--- src/sv/pic_pkg.sv ---
// Shared types and constants for the pair inversion counter.
package pic_pkg;

  localparam int PortPosW = 16;
  localparam int CountW = 15;
  localparam logic [CountW-1:0] CountMax = '1;

  typedef struct packed {
    logic valid;
    logic last;
    logic placed;
  } tok_t;

endpackage

--- src/sv/pic_cell.sv ---
// One chain cell: holds one item and compares each unplaced passing transaction to it.
module pic_cell #(
  parameter int PW = 16,
  parameter int AW = 8
) (
  input  logic              clk_i,
  input  logic              rst_ni,
  input  logic              adv_i,
  input  pic_pkg::tok_t     tok_i,
  input  logic [PW-1:0]     start_i,
  input  logic [PW-1:0]     end_i,
  input  logic [AW-1:0]     add_i,
  output pic_pkg::tok_t     tok_o,
  output logic [PW-1:0]     start_o,
  output logic [PW-1:0]     end_o,
  output logic [AW-1:0]     add_o
);
  import pic_pkg::*;

  logic          occ_q, occ_d;
  logic [PW-1:0] st_q, en_q;
  tok_t          tok_q, tok_d;
  logic [PW-1:0] start_q, end_q;
  logic [AW-1:0] add_q, add_d;
  logic          hit, place;

  always_comb begin
    hit = occ_q && tok_i.valid && !tok_i.placed &&
          (((st_q < start_i) && (en_q > end_i)) || ((start_i < st_q) && (end_i < en_q)));
    place = tok_i.valid && !tok_i.placed && !occ_q;
    add_d = add_i + AW'(hit);
    tok_d = tok_i;
    tok_d.placed = tok_i.placed || place;
    occ_d = occ_q;
    if (place) begin
      occ_d = 1'b1;
    end
    if (tok_i.valid && tok_i.last) begin
      occ_d = 1'b0;
    end
  end

  always_ff @(posedge clk_i or negedge rst_ni) begin
    if (!rst_ni) begin
      occ_q <= 1'b0;
      tok_q <= '0;
    end else if (adv_i) begin
      occ_q <= occ_d;
      tok_q <= tok_d;
    end
  end

  always_ff @(posedge clk_i) begin
    if (adv_i) begin
      if (place) begin
        st_q <= start_i;
        en_q <= end_i;
      end
      start_q <= start_i;
      end_q <= end_i;
      add_q <= add_d;
    end
  end

  assign tok_o = tok_q;
  assign start_o = start_q;
  assign end_o = end_q;
  assign add_o = add_q;

endmodule

--- config.mk ---
export PLATFORM = sky130hd
export DESIGN_NAME = pic_cell
export DESIGN_NICKNAME = d
export VERILOG_FILES = /design/src/sv/pic_pkg.sv /design/src/sv/pic_cell.sv
export SDC_FILE = /design/constraint.sdc
export NUM_CORES = 1
export LEC_CHECK = 0
export ABC_CLOCK_PERIOD_IN_PS = 4800
export BUFFER_PORTS_ARGS = -buffer_cell sky130_fd_sc_hd__buf_2
export CAP_MARGIN = 20
export CORE_MARGIN = 2
export CORE_UTILIZATION = 33
export DETAILED_ROUTE_END_ITERATION = 8
export HOLD_SLACK_MARGIN = 0.05
export MAX_ROUTING_LAYER = met4
export REMOVE_ABC_BUFFERS = 1
export SLEW_MARGIN = 40
export SYNTH_ARGS = -nofsm -noshare
export SYNTH_HDL_FRONTEND = slang
export SYNTH_SLANG_ARGS = --single-unit
--- constraint.sdc ---
create_clock -name clk_i -period 4.8 [get_ports clk_i]
set_input_delay 0.48 -clock clk_i [delete_from_list [all_inputs] [get_ports clk_i]]
set_output_delay 0.48 -clock clk_i [all_outputs]
set_load 0.01 [all_outputs]
# Word level (Yosys, flattened, before mapping)
# Index checks and enable logic that the tools add are counted.
[op_classes] n_mux=2 n_addsub=1 reduce_logical=15 n_lt_le_gt_ge=4
[ops] operator="$lt 16x16->1" n=3
[ops] operator="$gt 16x16->1" n=1
[ops] operator="$add 8x1->8" n=1
[ops] operator="$logic_and 1x1->1" n=8
[ops] operator="$reduce_and 2->1" n=2
[ops] operator="$logic_not 1->1" n=2
[ops] operator="$logic_or 1x1->1" n=2
[ops] operator="$mux 1" n=2
[ops] operator="$reduce_bool 2->1" n=1
[totals] inputBits=46 output_inout_bits=43 reg_bits=76 elab_cells=31

# Logic depth before layout (Yosys ltp)
[depth] ltp_word=5 mapped_depth=11

# Least setup slack after synthesis
# Ideal clock, no wire load.
[synth_timing] path_type="in2reg" start="input port adv_i" end="register en_q[0] (enable)" required_time_ns=4.297 t_arrival_ns=3.626 path_slack_ns=0.671 stages=1 path_cell_list="nor4bb_1"
[synth_via] elab_chain_cells=1
[synth_lines] item="start, declared" line="pic_cell.sv:8" rtl="input logic adv_i,"
[synth_lines] item="$reduce_and 2->1 (no line)"
[synth_lines] item="end signal, assigned" line="pic_cell.sv:57" rtl="en_q <= end_i;"
[synth_lines] item="end, declared" line="pic_cell.sv:21" rtl="logic [PW-1:0] st_q, en_q;"
# No other way between the ends.
# A chain may end at the register's enable or synchronous reset.

# Worst setup path after layout
[layout_timing] start="register st_q[1]" end="register add_q[6] (netlist: add_o[6]) (data pin)"
[layout_via] elab_chain_cells=5 word_cells_on_any_way=7 cone_classes="add/sub (1); order compare (2); reduce/logical (4)"
[layout_lines] item="start, declared" line="pic_cell.sv:21"
[layout_lines] item="start signal, assigned" line="pic_cell.sv:56" rtl="st_q <= start_i;"
[layout_lines] item="$lt 16x16->1" line="pic_cell.sv:29" rtl="(((st_q < start_i) && (en_q > end_i)) || ((start_i < st_q) && (end_i < en_q)));"
[layout_lines] item="$logic_and 1x1->1" line="pic_cell.sv:29"
[layout_lines] item="$logic_or 1x1->1 *" line="pic_cell.sv:29"
[layout_lines] item="$logic_and 1x1->1 *" line="pic_cell.sv:28" rtl="hit = occ_q && tok_i.valid && !tok_i.placed &&"
[layout_lines] item="$add 8x1->8 *" line="pic_cell.sv:31" rtl="add_d = add_i + AW'(hit);"
[layout_lines] item="net add_d[6]" line="pic_cell.sv:24" rtl="logic [AW-1:0] add_q, add_d;"
[layout_lines] item="end signal, assigned" line="pic_cell.sv:61" rtl="add_q <= add_d;"
[layout_lines] item="end, declared" line="pic_cell.sv:24"
# Mark *: on every way through the listed nets, which the timed path passes. The rest lies on a longest branch.

==> summary.md <==
| Metric | Value |
|---|---|
| Post-Syn Instances | `just over 200` |
| Worst skew pair latency | `0.34 ns` |
| Initial antenna violation count | `0` |
| Core area | `9590 µm²` |
| Ys async rst share | `0.0526` |
| Req. time, crit path | `4.90 ns` |
| Final nets | `just under 400` |
| Mapped Area | `roughly 3200 µm²` |
| Top cells by count, synth | `edfxtp_1, ha_1, inv_1` |
| Final instance area | `4050 µm²` |
| R2r setup slk | `2.04 ns` |
| First-pass DRT Iterations | `4` |
| Yosys warnings | `0` |
| RSZ-0062 raised after global routing | `false` |
| Status | `finished, final reports clean` |
| Number of max-slew violations in the final report | `0` |
| Max FO, Critical Path | `3` |
| VDD IR max | `0.149 mV` |
| Worst Path Class, Setup | `reg -> reg` |
| CTS clock-pin slew for the worst setup and hold paths | `roughly 0.08 ns` |
| Total global routing overflow | `0` |
| Antenna diodes | `0` |
| Hold Path Class | `in -> reg` |
| Final min period | `2.76 ns` |
| Synth top area cells | `edfxtp_1, ha_1, inv_1` |
| Worst hold endpoint | `occ_q$_DFFE_PN0P_` |
| Die span in x | `103 µm` |
| Die footprint | `10500 µm²` |
| P&R area growth vs syn | `26.1%` |
| Syn_area_per_cell | `15.7 µm²` |
| Worst reg2reg path depth | `11` |
| Placed Area | `3850 µm²` |
| Number of global-route vias before repair | `between 1500 and 2000` |
| DRC viols | `0` |
| Final hold vios | `0` |
| Wirelength per Cell | `between 10 and 15 µm` |
| Max clock buf depth | `2` |
| Setup bufs post-CTS | `0` |
| Worst reg2reg path startpoint | `st_q[1]$_DFFE_PP_` |
| DR vias | `about 2000` |
| Layout cells sized above 1 | `0.343` |
| First-pass GRT wire length | `9.22 mm` |
| Clock skew | `0.00680 ns` |
| Post-synth top flop | `edfxtp_1` |
| Leakage | `1.75 nW` |
| ANT nets after route | `0` |
| Most used cell, CP | `ha_1` |
| RePlAce Congestion | `0.796` |
| Initial Utilization | `0.335` |
| Yosys reg bits | `76` |
| DP Wirelength | `4.26 mm` |
| Max Clock Freq | `363 MHz` |
| Core Rows | `36` |
| CTS tree | `done` |
| Final setup violation count | `0` |
| Startpoint types | `flop` |
| R2R Path End | `add_o[6]$_DFFE_PP_` |
| Die height | `103 µm` |
| Arrival @ worst endpoint | `between 2 and 3 ns` |
| Hold path depth | `2` |
| DR iter-0 viols | `between 40 and 50` |
| Buffers on Ports | `88` |
| Actual slew at the worst max-slew pin | `roughly 0.60 ns` |
| I/O pin total | `89` |
| Worst path max stage delay | `0.47 ns` |
| Max_cap viols | `0` |
| Post-synth EDFFs | `72` |
| Relative slew slack | `0.598` |
| Number of H-tree levels | `3` |
| Detailed Route WL | `around 6 mm` |
| Register area share after synthesis | `0.704` |
| Post-DR vias/cell | `4.48` |
| Root Driver | `clkbuf_8` |
| Unique masters post-synth | `34` |
| # clock sinks | `76` |
| Fill count | `876` |
| Tcrit/Tclk final | `0.574` |
| Slowest cell on the critical path | `o41ai_1` |
| TritonCTS Buffers | `9` |
| Hold_sp | `tok_i[1]` |
| Power Density | `344 nW/µm²` |
| Largest net degree at the start of global routing | `48` |
| Crit end category | `flop` |
| Most common cell in the netlist | `edfxtp_1` |
| Area leader, netlist | `edfxtp_1` |
| Yosys top cell area share | `0.673` |
| Setup TNS | `0 ns` |
| Worst path cell trace | `inv_1 > ha_1 > nor2b_1 > o211a_1 > o41ai_1 > o2111a_1 > ha_1 > ha_1 > and3_1 > nand3_1 > xnor2_1` |
| Gr usage total | `0.122` |
-- worst max path at each step --
stage	startpoint	to	slack, ns	cells past startpoint
after floorplan	adv_i	en_q[0]$_DFFE_PP_	0.67	1
after global placement	start_i[1]	add_o[6]$_DFFE_PP_	1.83	11
after detailed placement	start_i[1]	add_o[6]$_DFFE_PP_	1.75	11
after CTS	st_q[1]$_DFFE_PP_	add_o[6]$_DFFE_PP_	2.00	11
after global routing	st_q[1]$_DFFE_PP_	add_o[6]$_DFFE_PP_	1.86	11
final	st_q[1]$_DFFE_PP_	add_o[6]$_DFFE_PP_	2.04	11
-- metrics by stage --
stage	util	instances	power, mW	setup WS [ns]	hold slack [ns]
2_1_floorplan	-	205	0.852	0.671	0.184
3_3_place_gp	0.401	428	0.927	1.83	0.287
3_5_place_dp	0.401	428	0.931	1.75	0.291
4_1_cts	0.422	445	1.41	2.00	0.314
5_1_grt	0.422	445	1.46	1.86	0.326
6_report	0.422	445	1.39	2.04	0.329
-- state kept, by name (all words and copies together), names as in the netlist --
| name | cells |
|---|---|
| en_q | 16 |
| occ_q | 1 |
| tok_o | 3 |
| start_o | 16 |
| st_q | 16 |
| end_o | 16 |
| add_o | 8 |
-- power by group --
group | switching [mW] | internal (mW) | total, mW
Clock | 0.239 | 0.239 | 0.478
Combinational | 0.0781 | 0.0582 | 0.136
Sequential | 0.0102 | 0.767 | 0.777
Total | 0.327 | 1.06 | 1.39
-- critical path, delay by kind of cell (launching register included) --
family,cells,cell delay [ns]
XOR/XNOR,1,0.13
AO/OA/AOI/OAI,3,0.94
flip-flops,1,0.36
AND/OR/NAND/NOR,3,0.42
adder cells (fa/ha/maj),3,0.60
buffers and inverters,1,0.07
-- timing repair --
item	CTS	global route
endpoints found under the hold margin	4	0
hold buffers	1	0
gates resized for setup	0	0
-- cell families (layout without fill, tap and decap cells) --
group                    count (synthesis)  count (layout)  share of synthesized area
AO/OA/AOI/OAI                           23              23                     0.0510
XOR/XNOR                                 6               6                     0.0164
adder cells (fa/ha/maj)                 33              33                      0.129
buffers and inverters                   33             140                     0.0386
flip-flops                              76              76                      0.704
multiplexers                             1               1                    0.00351
AND/OR/NAND/NOR                         33              33                     0.0577
-- final cells by class --
type	count	area, µm²	area share
Clock inverter	6	65.1	0.0161
Timing Repair Buffer	91	465	0.115
Multi-Input combinational cell	96	841	0.208
Tap cell	133	166	0.0411
Clock buffer	10	128	0.0315
Inverter	33	124	0.0306
Sequential cell	76	2260	0.558
-- placed cells by master, fill, tap and decap left out, types with 2 or more instances in the layout --
master	netlist	layout
ha_1	33	33
nand4_1	6	6
xnor2_1	4	4
xor2_1	2	2
nand3_1	5	5
o211a_1	2	2
inv_1	33	33
buf_2	0	88
nor2_1	5	5
o21ai_0	2	2
nor4_1	2	2
o211ai_1	2	2
buf_4	0	2
dfrtp_1	4	4
clkbuf_8	0	9
edfxtp_1	72	72
a21oi_1	6	6
nand2_1	7	7
clkinvlp_4	0	3
a22oi_1	2	2
-- metal layers --
| layer | vias to the layer above | track usage | part of all wire |
|---|---|---|---|
| li1 | 973 | - | - |
| met1 | 955 | 0.155 | 0.46 |
| met2 | 59 | 0.186 | 0.47 |
| met3 | 8 | 0.0292 | 0.053 |
| met4 | 0 | 0.0554 | 0.019 |
| met5 | - | - | 0 |
Power figures use the tool's default switching activity.
