### config.mk
export PLATFORM = sky130hd
export DESIGN_NAME = pic_tail
export DESIGN_NICKNAME = d
export VERILOG_FILES = /design/src/sv/pic_pkg.sv /design/src/sv/pic_tail.sv
export SDC_FILE = /design/constraint.sdc
export NUM_CORES = 1
export LEC_CHECK = 0
export BUFFER_PORTS_ARGS = -buffer_cell sky130_fd_sc_hd__buf_2
export CORE_ASPECT_RATIO = 1.2
export CORE_MARGIN = 3
export CORE_UTILIZATION = 24
export DETAILED_ROUTE_END_ITERATION = 8
export HOLD_SLACK_MARGIN = 0.15
export PLACE_DENSITY = 0.45
export SETUP_SLACK_MARGIN = 0.15
export SYNTH_ARGS = -nofsm -noshare
export SYNTH_HDL_FRONTEND = slang
export SYNTH_SLANG_ARGS = --single-unit
### constraint.sdc
create_clock -name clk_i -period 3.1 [get_ports clk_i]
set_input_delay 0.31 -clock clk_i [delete_from_list [all_inputs] [get_ports clk_i]]
set_output_delay 0.31 -clock clk_i [all_outputs]
set_load 0.02 [all_outputs]
### src/sv/pic_pkg.sv
// Shared types and constants for the pair inversion counter.
package pic_pkg;

  localparam int PortPosW = 16;
  localparam int CountW = 15;
  localparam logic [CountW-1:0] CountMax = '1;

  typedef struct packed {
    logic valid;
    logic last;
    logic placed;
  } tok_t;

endpackage

### src/sv/pic_tail.sv
// Chain tail: sums the per-transaction counts of a set and holds the result register.
module pic_tail #(
  parameter int AW = 8
) (
  input  logic                       clk_i,
  input  logic                       rst_ni,
  input  pic_pkg::tok_t              tok_i,
  input  logic [AW-1:0]              add_i,
  input  logic                       out_stall_i,
  output logic                       adv_o,
  output logic                       out_valid_o,
  output logic [pic_pkg::CountW-1:0] pair_count_o,
  output logic                       overflow_o
);
  import pic_pkg::*;

  logic              run_ovf_q, run_ovf_d, ovf_new;
  logic [CountW-1:0] run_q, run_d, run_new;
  logic [CountW:0]   sum;
  logic              res_valid_q, res_valid_d;
  logic [CountW-1:0] res_count_q;
  logic              res_ovf_q;
  logic              take;

  always_comb begin
    adv_o = !(res_valid_q && out_stall_i && tok_i.valid && tok_i.last);
    take = adv_o && tok_i.valid;
    sum = {1'b0, run_q} + (CountW + 1)'(add_i);
    run_new = run_q;
    ovf_new = run_ovf_q;
    if (tok_i.placed) begin
      run_new = sum[CountW] ? CountMax : sum[CountW-1:0];
    end else begin
      ovf_new = 1'b1;
    end
    run_d = run_q;
    run_ovf_d = run_ovf_q;
    res_valid_d = res_valid_q && out_stall_i;
    if (take) begin
      run_d = run_new;
      run_ovf_d = ovf_new;
      if (tok_i.last) begin
        res_valid_d = 1'b1;
        run_d = '0;
        run_ovf_d = 1'b0;
      end
    end
  end

  always_ff @(posedge clk_i or negedge rst_ni) begin
    if (!rst_ni) begin
      run_q <= '0;
      run_ovf_q <= 1'b0;
      res_valid_q <= 1'b0;
    end else begin
      run_q <= run_d;
      run_ovf_q <= run_ovf_d;
      res_valid_q <= res_valid_d;
    end
  end

  always_ff @(posedge clk_i) begin
    if (take && tok_i.last) begin
      res_count_q <= run_new;
      res_ovf_q <= ovf_new;
    end
  end

  assign out_valid_o = res_valid_q;
  assign pair_count_o = res_count_q;
  assign overflow_o = res_ovf_q;

endmodule

## Yosys cells after proc, flatten, opt, wreduce, memory -nomap -nowiden

Index checks and enable logic that the tools add are counted.

- Logic and storage cells: 19
- Input bits: 14
- Output and inout bits: 18
- Bits in registers: 33

- $add $sub $neg: 1
- Reductions and logical operators: 6
- Muxes and demuxes: 7

Operator list:

| cell | number |
|---|---|
| two-way mux 15 bit | 3 |
| adder 15 x 8 -> 16 bit | 1 |
| logical AND 1 bit | 5 |
| two-way mux 1 bit | 4 |
| logical NOT 1 bit | 1 |

## Logic depth before layout (Yosys ltp)

Gate-level depths: netlist of the first run.

- Word-level depth: 6
- Gate-level depth with buffers: 8
- Mapped depth without buffers: 7

## Worst setup path after synthesis of the first run

No wires, ideal clock.

- Path type: flip-flop to flip-flop
- Start: reg run_q[0]
- End: reg res_count_q[10] (netlist: pair_count_o[10]), data pin
- Period minus slack after synthesis: 2,441 ps
- Cell stages (with the launch flop): 8
- Arrival time: 2,181 ps
- Path buffers: 0
- Path slack: 659 ps
- Required time: 2,840 ps
- Setup time: 260 ps
- Path through: dfrtp_1 ha_1 fa_1 a21o_1 a311oi_2 o21ai_1 nand4_1 mux2_2

- Cells in the longest elaborated chain, start to end: 3

Ends and longest elaborated chain:

| item | RTL line | RTL |
|---|---|---|
| start, declared | pic_tail.sv:18 | `logic [CountW-1:0] run_q, run_d, run_new;` |
| start signal, assigned | pic_tail.sv:56 | `run_q <= run_d;` |
| adder 15 x 8 -> 16 bit | pic_tail.sv:28 | `sum = {1'b0, run_q} + (CountW + 1)'(add_i);` |
| two-way mux 15 bit | pic_tail.sv:32 | `run_new = sum[CountW] ? CountMax : sum[CountW-1:0];` |
| two-way mux 15 bit | pic_tail.sv:31 | `if (tok_i.placed) begin` |
| via run_new[10] | pic_tail.sv:18 |  |
| end signal, assigned | pic_tail.sv:64 | `res_count_q <= run_new;` |
| end, declared | pic_tail.sv:21 | `logic [CountW-1:0] res_count_q;` |

The timed path passes the listed nets, and every way through them passes these cells.
A chain may end at the register's enable or synchronous reset.

## Worst setup path in the final report of the first run

Same ends and word-level chain as after synthesis.

==> results.md, run 1 <==
* Distinct cell type count of the synthesized netlist at 50
* Global-route usage over all layers at 11.1%
* Simple-gate portion of the synthesized area at about a fifth
* Pwr dens at approximately 500 nW/um^2
* Number of warnings printed during yosys synthesis at 0
* Routability congestion estimate from global placement at a little under 0.8
* Launching element of the worst setup path: run_q[0]$_DFFE_PN0P_
* Clock buffer count from CTS at 5
* TritonCTS clock tree: done
* Nature of the critical path endpoint: register
* Average wire length per cell after detail routing at roughly 14 um
* Worst Hold Launch: out_stall_i
* CTS Root Buffer Type: clkbuf_8
* Worst clock skew on the final layout at 0.00415 ns
* Max Clk Rate at between 300 and 400 MHz
* Clk sink count at 33
* Antenna violations before repair at 0
* Data arrival at the endpoint of the critical path at 2.70 ns
* Maximum capacitance violations at 0
* Overflow left after global routing at 0
* Floorplan die area at roughly 9600 um^2
* Net count after synthesis at between 200 and 250
* Fin crit period at about 2.7 ns
* Placed Instance Area at 2280 um^2
* Starting density of the core at between 20% and 30%
* Largest family of logic cells by synthesized area: compound AO/OA/AOI/OAI gates
* Post-detailed-placement half-perimeter wirelength at 3.66 mm
* Layout Area Growth over Synthesis at 17.4%
* Fraction of post-synthesis cell area in the top cell type by area at 23.8%
* Wire length of the first global-routing pass at roughly 8.5 mm
* Ports at 32
* Final critical-path share of the clock period at between 80% and 90%
* Post-DR vias/cell at 4.73
* Total of flip-flops plus latches after synthesis at 33
* Maximum vdd ir drop at approximately 0.12 mV
* Post-synthesis instance area at a little over 2000 um^2
* Post-layout net count at approximately 250
* Worst min-delay path category: in -> reg
* Slew at the pin closest to its max-slew limit at between 0.8 and 0.9 ns
* Width of the die at approximately 90 um
* Avg Inst Size Synth at about 10 um^2
* Most common library cell in the layout ignoring fill and taps: buf_2
* Register Area at 906 um^2
* Share of synthesized flip-flops with an asynchronous set or reset at just over 50%
* Final Routed Wirelength at slightly below 5 mm
* Final core occ at between 20% and 30%
* Number of global-route vias before repair at around 1700
* Xor and xnor area share after synthesis at approximately 2.2%
* Setup repair after global routing missed its margin: false
* Clock slew at reported path FFs at around 0.070 ns
* Relative slew slack at between 40% and 50%
* Total count of max-transition violations in the final report at 0
* Detailed-route DRC error count at 0
* Ant. Diodes at 0
* Htree depth at 2
* First drt pass iteration count at 4
* Aggregate negative setup slack at 0 ns
* Iteration-0 DRC Markers at 109
* Critical Path RT at 3.13 ns
* Leak pwr at ~1.0 nW
* Proportion of synthesized area in mux cells at approximately 4%
* Clock tree buffer depth at 2
* Adder and majority cell fraction of the synthesized area at 5.94%
* Via count at 1637
* Filler cells at 887
* Max FO, Critical Path at 5
* Final Power at between 0.001 and 0.0015 W
* Clock latency reported for the late side of the worst-skew pair at 0.28 ns
* Main synth FF type: dfrtp_1
* Total count of hold-check failures in the final report at 0
* Placeable Area at 8150 um^2
* Main area contributors after synthesis: edfxtp_1, dfrtp_1, ha_1, a21oi_1, nor2_1
* Post-CTS Resized at 0
* Multi-input gate area at 1050 um^2
* Most used cells in the layout excluding fill and tap cells: buf_2, nor2_1, nand2_1
* Row count at 36
* Final Hold Slack at 0.260 ns
* Post-synth EDFFs at 16
* Port Buf Inserts at 31
* Design area at ~2400 um^2
* Sequential-to-total area share from yosys stat at 44.8%
* Synth area leader: edfxtp_1
* Count of antenna-violating nets left after detailed routing at 0
* Reg-to-reg critical path startpoint: run_q[0]$_DFFE_PN0P_
* Final setup violation count at 0
* Layout cell share with drive strength beyond 1 at about a quarter
* Synth Instances at just under 200
* Startpoint class of the critical path: register
* Complex-gate fraction of the synthesized area at approximately a fifth
* Status: complete, no violations
* Largest net degree at the start of global routing at 20
* Height of the die at 107 um
* Worst setup path category: reg -> reg
## per-stage QoR
stage,cells,worst slack (ns)
after global routing,346,0.302
after global placement,337,0.443
after CTS,346,0.417
final,346,0.431
after detailed placement,337,0.385
after floorplan,198,0.659
## cells in the mapped netlist (all sizes together), types with 5 or more instances
master  count
mux2        6
nand2      19
o21ai      13
and3        5
a211oi      7
dfrtp      17
ha          8
nand3       8
nand4       7
clkbuf      5
edfxtp     16
nor2       20
a21oi      15
## registers in the layout (all words and copies together) (netlist names)
name and flops:
out_valid_o 1, overflow_o 1, pair_count_o 15, run_ovf_q 1, run_q 15
## critical path: stages, from the launching register on
cell and delay [ns]:
dfrtp_1 0.39, ha_1 0.23, fa_1 0.40, a21o_1 0.23
a311oi_2 0.41, o21ai_1 0.21, nand4_1 0.19, mux2_2 0.35
## timing repair
action,in CTS,in global routing
endpoints found under the hold margin,17,0
buffers inserted,0,0
hold buffers,1,0
## kinds of logic (layout without fill, tap and decap cells)
logic type	Yosys count	after routing
and+or+nand+nor	73	73
AOI/OAI and AO/OA	60	60
buffers and inverters	11	45
adders and majority gates	9	9
DFF	33	33
muxes	7	7
xor gates and xnor gates	5	5
## area by class of cell
class,count,share of cell area (%)
Timing Repair Buffer,34,7.59
Sequential cell,33,38.2
Clock inverter,1,0.211
Multi-Input combinational cell,154,44.3
Clock buffer,7,3.22
Tap cell,114,6.01
Inverter,3,0.475
## metal layers
metal | track usage (%) | routed length [um] | vias to the layer above
li1 | - | - | 816
met2 | 19.3 | 2430 | 27
met4 | 3.61 | 81 | 0
met3 | 1.56 | 137 | 7
met5 | 0 | 0 | -
met1 | 14.2 | 2260 | 787
## final timing paths
path | end | slack [ns] | depth (start not counted)
max | pair_count_o[10]$_DFFE_PP_ | 0.43 | 7
min | out_valid_o$_DFF_PN0_ | 0.26 | 3
max reg2reg | pair_count_o[10]$_DFFE_PP_ | 0.43 | 7
min reg2reg | run_q[3]$_DFFE_PN0P_ | 0.52 | 2
max in group asynchronous | out_valid_o$_DFF_PN0_ | 2.30 | 2
min in group asynchronous | run_q[13]$_DFFE_PN0P_ | 0.50 | 2
## power breakdown
part | internal [W] | switching [W] | leakage, nW
sequential | 0.000503 | 0.0000258 | 0.382
combinational | 0.000132 | 0.000210 | 0.593
clock | 0.000157 | 0.000152 | 0.0422
Power figures use the tool's default switching activity.
==> inputs of run 2 (changes only) <==
ABC_AREA = 1   (was default)
CTS_BUF_LIST = sky130_fd_sc_hd__clkbuf_2   (was default)
==> run 2 against run 1 <==
  * Sequential power down 2%
  * Critical endpoint is now pair_count_o[4]$_DFFE_PP_
  * Non-clock buffer count did not move
  * Clock skew increased by 0.024 ns
  * Maximum frequency rose by 12%
  * Cell area grew 2.0%
  * Largest cell class unchanged
  * Synthesized area is 3.3% higher
  * Via count increased by 10%
  * Worst setup slack improved by 0.29 ns
  * Clock-buffer cell count did not move
==> results.md, run 2 <==
* Port Buf Inserts at 31 (unchanged)
* Ports at 32 (unchanged)
* Most used cells in the layout excluding fill and tap cells: nand2_1, inv_1, buf_2
* Most numerous cell in the Yosys netlist: nand2_1
* Floorplan die area at 9860 um^2 (+3.1%)
* Routability congestion estimate from global placement at 0.797 (+0.62%)
* Antenna violations before repair at 0 (unchanged)
* Leak pwr at 1.23 nW (+21%)
* Multi-input gate area at 1030 um^2 (-1.8%)
* Register Area at 906 um^2 (unchanged)
* Layout Area Growth over Synthesis at 15.9%
* Max Clk Rate at 421 MHz (+12%)
* Clock tree buffer depth at 2 (unchanged)
* Number of global-route vias before repair at 1861 (+13%)
* Critical Path RT at 3.13 ns (about the same)
* Most common library cell in the layout ignoring fill and taps: nand2_1
* Max FO, Critical Path at 16 (+11)
* Via count at 1804 (+10%)
* Global-route usage over all layers at 12.1% (+1.0 points)
* Clock slew at reported path FFs at 0.16 ns (+0.09 ns)
* Width of the die at 91.2 um (+1.5%)
* Post-CTS Resized at 0 (unchanged)
* Post-layout net count at 323 (+27%)
* Iteration-0 DRC Markers at 116 (+6.4%)
* Final Power at 0.00102 W (-14%)
* Clock buffer count from CTS at 5 (unchanged)
* Final Routed Wirelength at 5.44 mm (+11%)
* Setup repair after global routing missed its margin: false
* Starting density of the core at 25.2% (+0.41 points)
* Average wire length per cell after detail routing at 13.1 um (-7.5%)
* Final setup violation count at 0 (unchanged)
* Filler cells at 931 (+5.0%)
* First drt pass iteration count at 5 (+1)
* Number of buffers inserted to repair setup after CTS at 0 (unchanged)
* Layout cell share with drive strength beyond 1 at 19.6% (-6.3 points)
* Height of the die at 108 um (+1.6%)
* Clock latency reported for the late side of the worst-skew pair at 0.40 ns (+0.12 ns)
* Ant. Diodes at 0 (unchanged)
* Data arrival at the endpoint of the critical path at 2.41 ns (-0.29 ns)
* Relative slew slack at 51.8% (+12 points)
* Main synth FF type: dfrtp_1
* Final core occ at 29.2% (+0.099 points)
* Detailed-route DRC error count at 0 (unchanged)
* Startpoint class of the critical path: input pin
* Reg2reg setup slack at 0.89 ns (+0.46 ns)
* Overflow left after global routing at 0 (unchanged)
* Main area contributors after synthesis: edfxtp_1, dfrtp_1, nand2_1, nand3_1, inv_1
* Row count at 36 (unchanged)
* Worst clock skew on the final layout at 0.0285 ns (+0.0243 ns)
* Sequential-to-total area share from yosys stat at 43.4% (-1.5 points)
* Nature of the critical path endpoint: register
* Worst min-delay path category: in -> reg
* Fin crit period at 2.38 ns (-0.291 ns)
* Pwr dens at 420 nW/um^2 (-16%)
* Total of flip-flops plus latches after synthesis at 33 (unchanged)
* Count of antenna-violating nets left after detailed routing at 0 (unchanged)
* Final critical-path share of the clock period at 76.7% (-9.4 points)
* Total count of hold-check failures in the final report at 0 (unchanged)
* Slew at the pin closest to its max-slew limit at 0.722 ns (-0.167 ns)
* Post-detailed-placement half-perimeter wirelength at 4.04 mm (+10%)
* Maximum vdd ir drop at 0.153 mV (+25%)
* Clk sink count at 33 (unchanged)
* Avg Inst Size Synth at 7.88 um^2 (-23%)
* Share of synthesized flip-flops with an asynchronous set or reset at 51.5% (unchanged)
* Maximum capacitance violations at 0 (unchanged)
* Placeable Area at 8290 um^2 (+1.7%)
* Status: complete, no violations
* Total count of max-transition violations in the final report at 0 (unchanged)
* Post-synthesis instance area at 2090 um^2 (+3.3%)
* Wire length of the first global-routing pass at 9.42 mm (+11%)
* Most used standard cells in the synthesized netlist: nand2_1, inv_1, nand3_1, nor2_1, dfrtp_1
* Aggregate negative setup slack at 0 ns (unchanged)
* Number of warnings printed during yosys synthesis at 0 (unchanged)
* Htree depth at 2 (unchanged)
* Fraction of post-synthesis cell area in the top cell type by area at 23.0% (-0.77 points)
* Distinct cell type count of the synthesized netlist at 29 (-42%)
* Synth Instances at 265 (+34%)
* Post-DR vias/cell at 4.35 (-8.1%)
* TritonCTS clock tree: done
* Synth area leader: edfxtp_1
* Largest net degree at the start of global routing at 26 (+30%)
* Worst setup path category: in -> reg
* Post-synth EDFFs at 16 (unchanged)
* Net count after synthesis at 288 (+30%)
* CTS Root Buffer Type: clkbuf_2
## run 2: changes by cell type after synthesis, moves of 5 or more
cell / delta
nand3_1: +22
nand3_2: +8
inv_1: +28
a211oi_1: -6
o21ai_0: -11
a21oi_1: -5
nand2_1: +74
mux2_2: -5
## run 2: per-stage QoR
stage | cell area (um^2) | hold slack (ns) | instances | setup WS [ns]
global route | 2420 | 0.151 | 415 | 0.510
global placement | 2360 | 0.294 | 405 | 0.767
finish | 2420 | 0.177 | 415 | 0.723
floorplan | 2090 | 0.0144 | 265 | 1.31
CTS | 2420 | 0.151 | 415 | 0.644
detailed placement | 2360 | 0.288 | 405 | 0.791
## run 2: timing repair
action                                  in CTS  in global routing
endpoints found under the setup margin       0                  0
endpoints found under the hold margin       18                  0
hold buffers                                 2                  0
## run 2: cell families after synthesis
kind of cell	after synthesis	synth area share [%]
xor gates and xnor gates	3	1.26
adders and majority gates	9	5.75
AOI/OAI and AO/OA	15	4.01
and+or+nand+nor	168	38.4
buffers and inverters	37	7.19
DFF	33	43.4
## run 2: power breakdown
part	leakage, nW	internal (W)	switching [W]
logic	0.821	0.0000990	0.000182
registers	0.379	0.000496	0.0000206
clock network	0.0330	0.0000615	0.000156
total	1.23	0.000657	0.000359
## run 2: area by class of cell
| type | instances | share of cell area [%] |
|---|---|---|
| multi-input cells | 195 | 42.7 |
| flip-flops and latches | 33 | 37.4 |
| repair buffers | 34 | 7.55 |
| well taps | 114 | 5.89 |
| inverters | 31 | 4.81 |
| clock buffers | 7 | 1.45 |
| clock inverters | 1 | 0.207 |
## run 2: routing by layer
layer | vias to the layer above | share of wire [%] | GRT usage [%]
met5 | - | 0 | 0
met1 | 839 | 45 | 15.4
met3 | 5 | 3.8 | 2.37
met2 | 32 | 50 | 20.9
li1 | 928 | - | -
met4 | 0 | 1.4 | 3.56
## run 2: critical path, stage by stage
cell and delay [ns]:
dlygate4sd3_1 0.54, buf_2 0.13, nand4_1 0.09, nand2_1 0.39, inv_1 0.30, nand2_1 0.10, inv_1 0.54
## run 2: final timing paths
kind                                            start                   endpoint  depth (start not counted)
worst max register to register  out_valid_o$_DFF_PN0_  pair_count_o[4]$_DFFE_PP_                          5
worst max-delay path                      out_stall_i  pair_count_o[4]$_DFFE_PP_                          7
max in group asynchronous                      rst_ni       run_q[3]$_DFFE_PN0P_                          2
min in group asynchronous                      rst_ni       run_q[7]$_DFFE_PN0P_                          2
worst min-delay path                         tok_i[1]      out_valid_o$_DFF_PN0_                          3
worst min register to register  out_valid_o$_DFF_PN0_      out_valid_o$_DFF_PN0_                          2
==> inputs of run 3 (changes only) <==
clock period = 2.4 ns   (was 3.1 ns; I/O delays follow)
==> run 3 against run 2 <==
  * Sequential cell count unchanged
  * Routed wire length decreased by 3.7%
  * Largest power group unchanged
  * Critical endpoint is now pair_count_o[7]$_DFFE_PP_
  * Clock power increased by 31%
  * Highest routed layer unchanged
  * Die area unchanged
  * Combinational power increased by 30%
  * Sequential power increased by 29%
  * Clock skew decreased by 0.012 ns
  * Worst setup slack got worse by 0.34 ns
==> results.md, run 3 (same netlist as run 2, synthesis figures left out) <==
* Status: complete, no violations
* Count of antenna-violating nets left after detailed routing at 0 (unchanged)
* Port Buf Inserts at 31 (unchanged)
* Cell count of the worst hold path at 4 (+1)
* Worst clock skew on the final layout at 0.0169 ns (-0.0116 ns)
* Net switching power of the design at 0.000475 W (+32%)
* Final Routed Wirelength at 5.25 mm (-3.7%)
* Ports at 32 (unchanged)
* Slowest stage cell, crit path: dfrtp_1
* Leak pwr at 1.24 nW (+0.85%)
* Grt met3 use at 2.30% (-0.070 points)
* Placeable Area at 8290 um^2 (unchanged)
* Floorplan die area at 9860 um^2 (unchanged)
* Maximum vdd ir drop at 0.155 mV (+1.3%)
* Ant. Diodes at 0 (unchanged)
* Reg2reg setup slack at 0.38 ns (-0.51 ns)
* Max FO, Critical Path at 7 (-9)
* Met1 routing resource usage after global routing at 13.9% (-1.5 points)
* Startpoint class of the critical path: register
* First drt pass iteration count at 4 (-1)
* Hold Crit Endpoint: run_q[1]$_DFFE_PN0P_
* Post-DR vias/cell at 4.18 (-3.8%)
* Worst setup path category: reg -> reg
* TritonCTS clock tree: done
* Iteration-0 DRC Markers at 92 (-21%)
* CTS Root Buffer Type: clkbuf_2
* Nature of the critical path endpoint: register
* Cell Int Power at 0.000841 W (+28%)
* Clock tree buffer depth at 2 (unchanged)
* Share of power burned in combinational logic at 27.8% (about the same)
* Worst Hold Launch: tok_i[2]
* Maximum capacitance violations at 0 (unchanged)
* Seq pwr share at 50.6% (-0.3 points)
* Switching share of power at 36.1% (+0.74 points)
* Most common library cell in the layout ignoring fill and taps: nand2_1
* Detailed-route DRC error count at 0 (unchanged)
* Global-route usage over all layers at 11.5% (-0.64 points)
* Data arrival at the endpoint of the critical path at 2.19 ns (-0.22 ns)
* Reg-to-reg critical path startpoint: run_q[5]$_DFFE_PN0P_
* Largest net degree at the start of global routing at 26 (unchanged)
* Met2 usage at 20.4% (-0.53 points)
* Critical Path RT at 2.57 ns (-0.56 ns)
* Slew at the pin closest to its max-slew limit at 0.488 ns (-0.234 ns)
* Launching element of the worst setup path: run_q[5]$_DFFE_PN0P_
* Starting density of the core at 25.2% (unchanged)
* Number of global-route vias before repair at 1775 (-4.6%)
* Relative slew slack at 67.5% (+16 points)
* Worst min-delay path category: in -> reg
* Via count at 1748 (-3.1%)
* Pwr dens at 537 nW/um^2 (+28%)
* Routability congestion estimate from global placement at 0.845 (+6.0%)
* Clock latency reported for the late side of the worst-skew pair at 0.40 ns (about the same)
* CP Cell Sequence: ha_1 > nand2_1 > inv_1 > nand2_1 > nand2_1 > nand2_1 > nand3_4 > nand2_2 > nand3_1 > and2_1
* Most used cell, CP: nand2_1
* Clock slew at reported path FFs at 0.20 ns (+0.04 ns)
* Final setup violation count at 0 (unchanged)
* Layout cell share with drive strength beyond 1 at 20.4% (+0.79 points)
* Antenna violations before repair at 0 (unchanged)
* Most used routing layer in global routing: met2
* Total count of hold-check failures in the final report at 0 (unchanged)
* Row count at 36 (unchanged)
* Width of the die at 91.2 um (unchanged)
* Average wire length per cell after detail routing at 12.5 um (-4.3%)
* Total count of max-transition violations in the final report at 0 (unchanged)
* Clock buffer count from CTS at 5 (unchanged)
* Register-to-Register Path Depth at 10 (+5)
* Clock Power Share at 21.6% (+0.2 points)
* Slowest Stage Delay on Critical Path at 0.44 ns (-0.10 ns)
* Clk sink count at 33 (unchanged)
* Worst Setup Slack post-DPL at 0.284 ns (-0.506 ns)
* Setup repair after global routing missed its margin: false
* Wire length of the first global-routing pass at 8.89 mm (-5.6%)
* Max Clk Rate at slightly below 500 MHz
* Overflow left after global routing at 0 (unchanged)
* Final worst-path setup slack at 0.384 ns (-0.339 ns)
* Final critical-path share of the clock period at 84.0%
* Capturing point of the worst reg2reg path: pair_count_o[7]$_DFFE_PP_
* Aggregate negative setup slack at 0 ns (unchanged)
* Htree depth at 2 (unchanged)
* Layout Area Growth over Synthesis at 17.4%
* Fin crit period at about 2.0 ns
* Post-layout net count at 326 (+0.93%)
* Most used cells in the layout excluding fill and tap cells: nand2_1, inv_1, buf_2
* Height of the die at 108 um (unchanged)
* Post-detailed-placement half-perimeter wirelength at 3.91 mm (-3.1%)
-- run 3: power groups by stage --
stage	combinational, W	sequential (W)	clock, W
after floorplan	0.000248	0.000695	0
after global placement	0.000363	0.000677	0
after detailed placement	0.000366	0.000677	0
after CTS	0.000371	0.000666	0.000301
after global routing	0.000423	0.000673	0.000322
final	0.000366	0.000666	0.000285
-- run 3: repair_timing --
| action | CTS | global route |
|---|---|---|
| endpoints found under the setup margin | 0 | 4 |
| gates resized for setup | 0 | 1 |
| setup buffers | 0 | 0 |
| hold buffers | 3 | 0 |
| hold endpoints to repair | 18 | 0 |
-- run 3: per-stage QoR --
stage               hold slack (ns)  cells  total power, W  cell area (um^2)  util (%)
finish                        0.200    418         0.00132              2450      29.6
global route                  0.200    418         0.00142              2450      29.6
CTS                           0.177    418         0.00134              2450      29.5
detailed placement            0.215    407         0.00104              2370      28.7
global placement              0.222    407         0.00104              2370      28.7
floorplan                   -0.0556    265        0.000942              2090         -
-- run 3: how the worst max path moves through the flow --
stage	depth (start not counted)	slack (ns)	end
floorplan	5	0.61	overflow_o$_DFFE_PP_
global placement	9	0.34	pair_count_o[6]$_DFFE_PP_
detailed placement	9	0.28	pair_count_o[2]$_DFFE_PP_
CTS	9	0.25	pair_count_o[6]$_DFFE_PP_
global route	10	0.20	pair_count_o[7]$_DFFE_PP_
finish	10	0.38	pair_count_o[7]$_DFFE_PP_
-- run 3: per-layer routing --
metal  vias to the layer above  wire length, um  part of all wire [%]
met5                         -                0                     0
met4                         0               80                   1.5
met3                         6              158                   3.0
met2                        27             2620                    50
met1                       783             2380                    45
li1                        932                -                     -
-- run 3: cell type report --
class	count	area (um^2)
timing repair buffer	37	208
multi-input combinational	195	1040
inverter	31	116
tap	114	143
clock inverter	3	17.5
sequential	33	906
fill	948	5840
clock buffer	5	25.0
-- run 3: critical path, delay by kind of cell (launching register included) --
family | cells | cell delay [ns]
flip-flops | 1 | 0.44
adder cells (fa/ha/maj) | 1 | 0.34
AND/OR/NAND/NOR | 8 | 0.95
buffers and inverters | 1 | 0.05
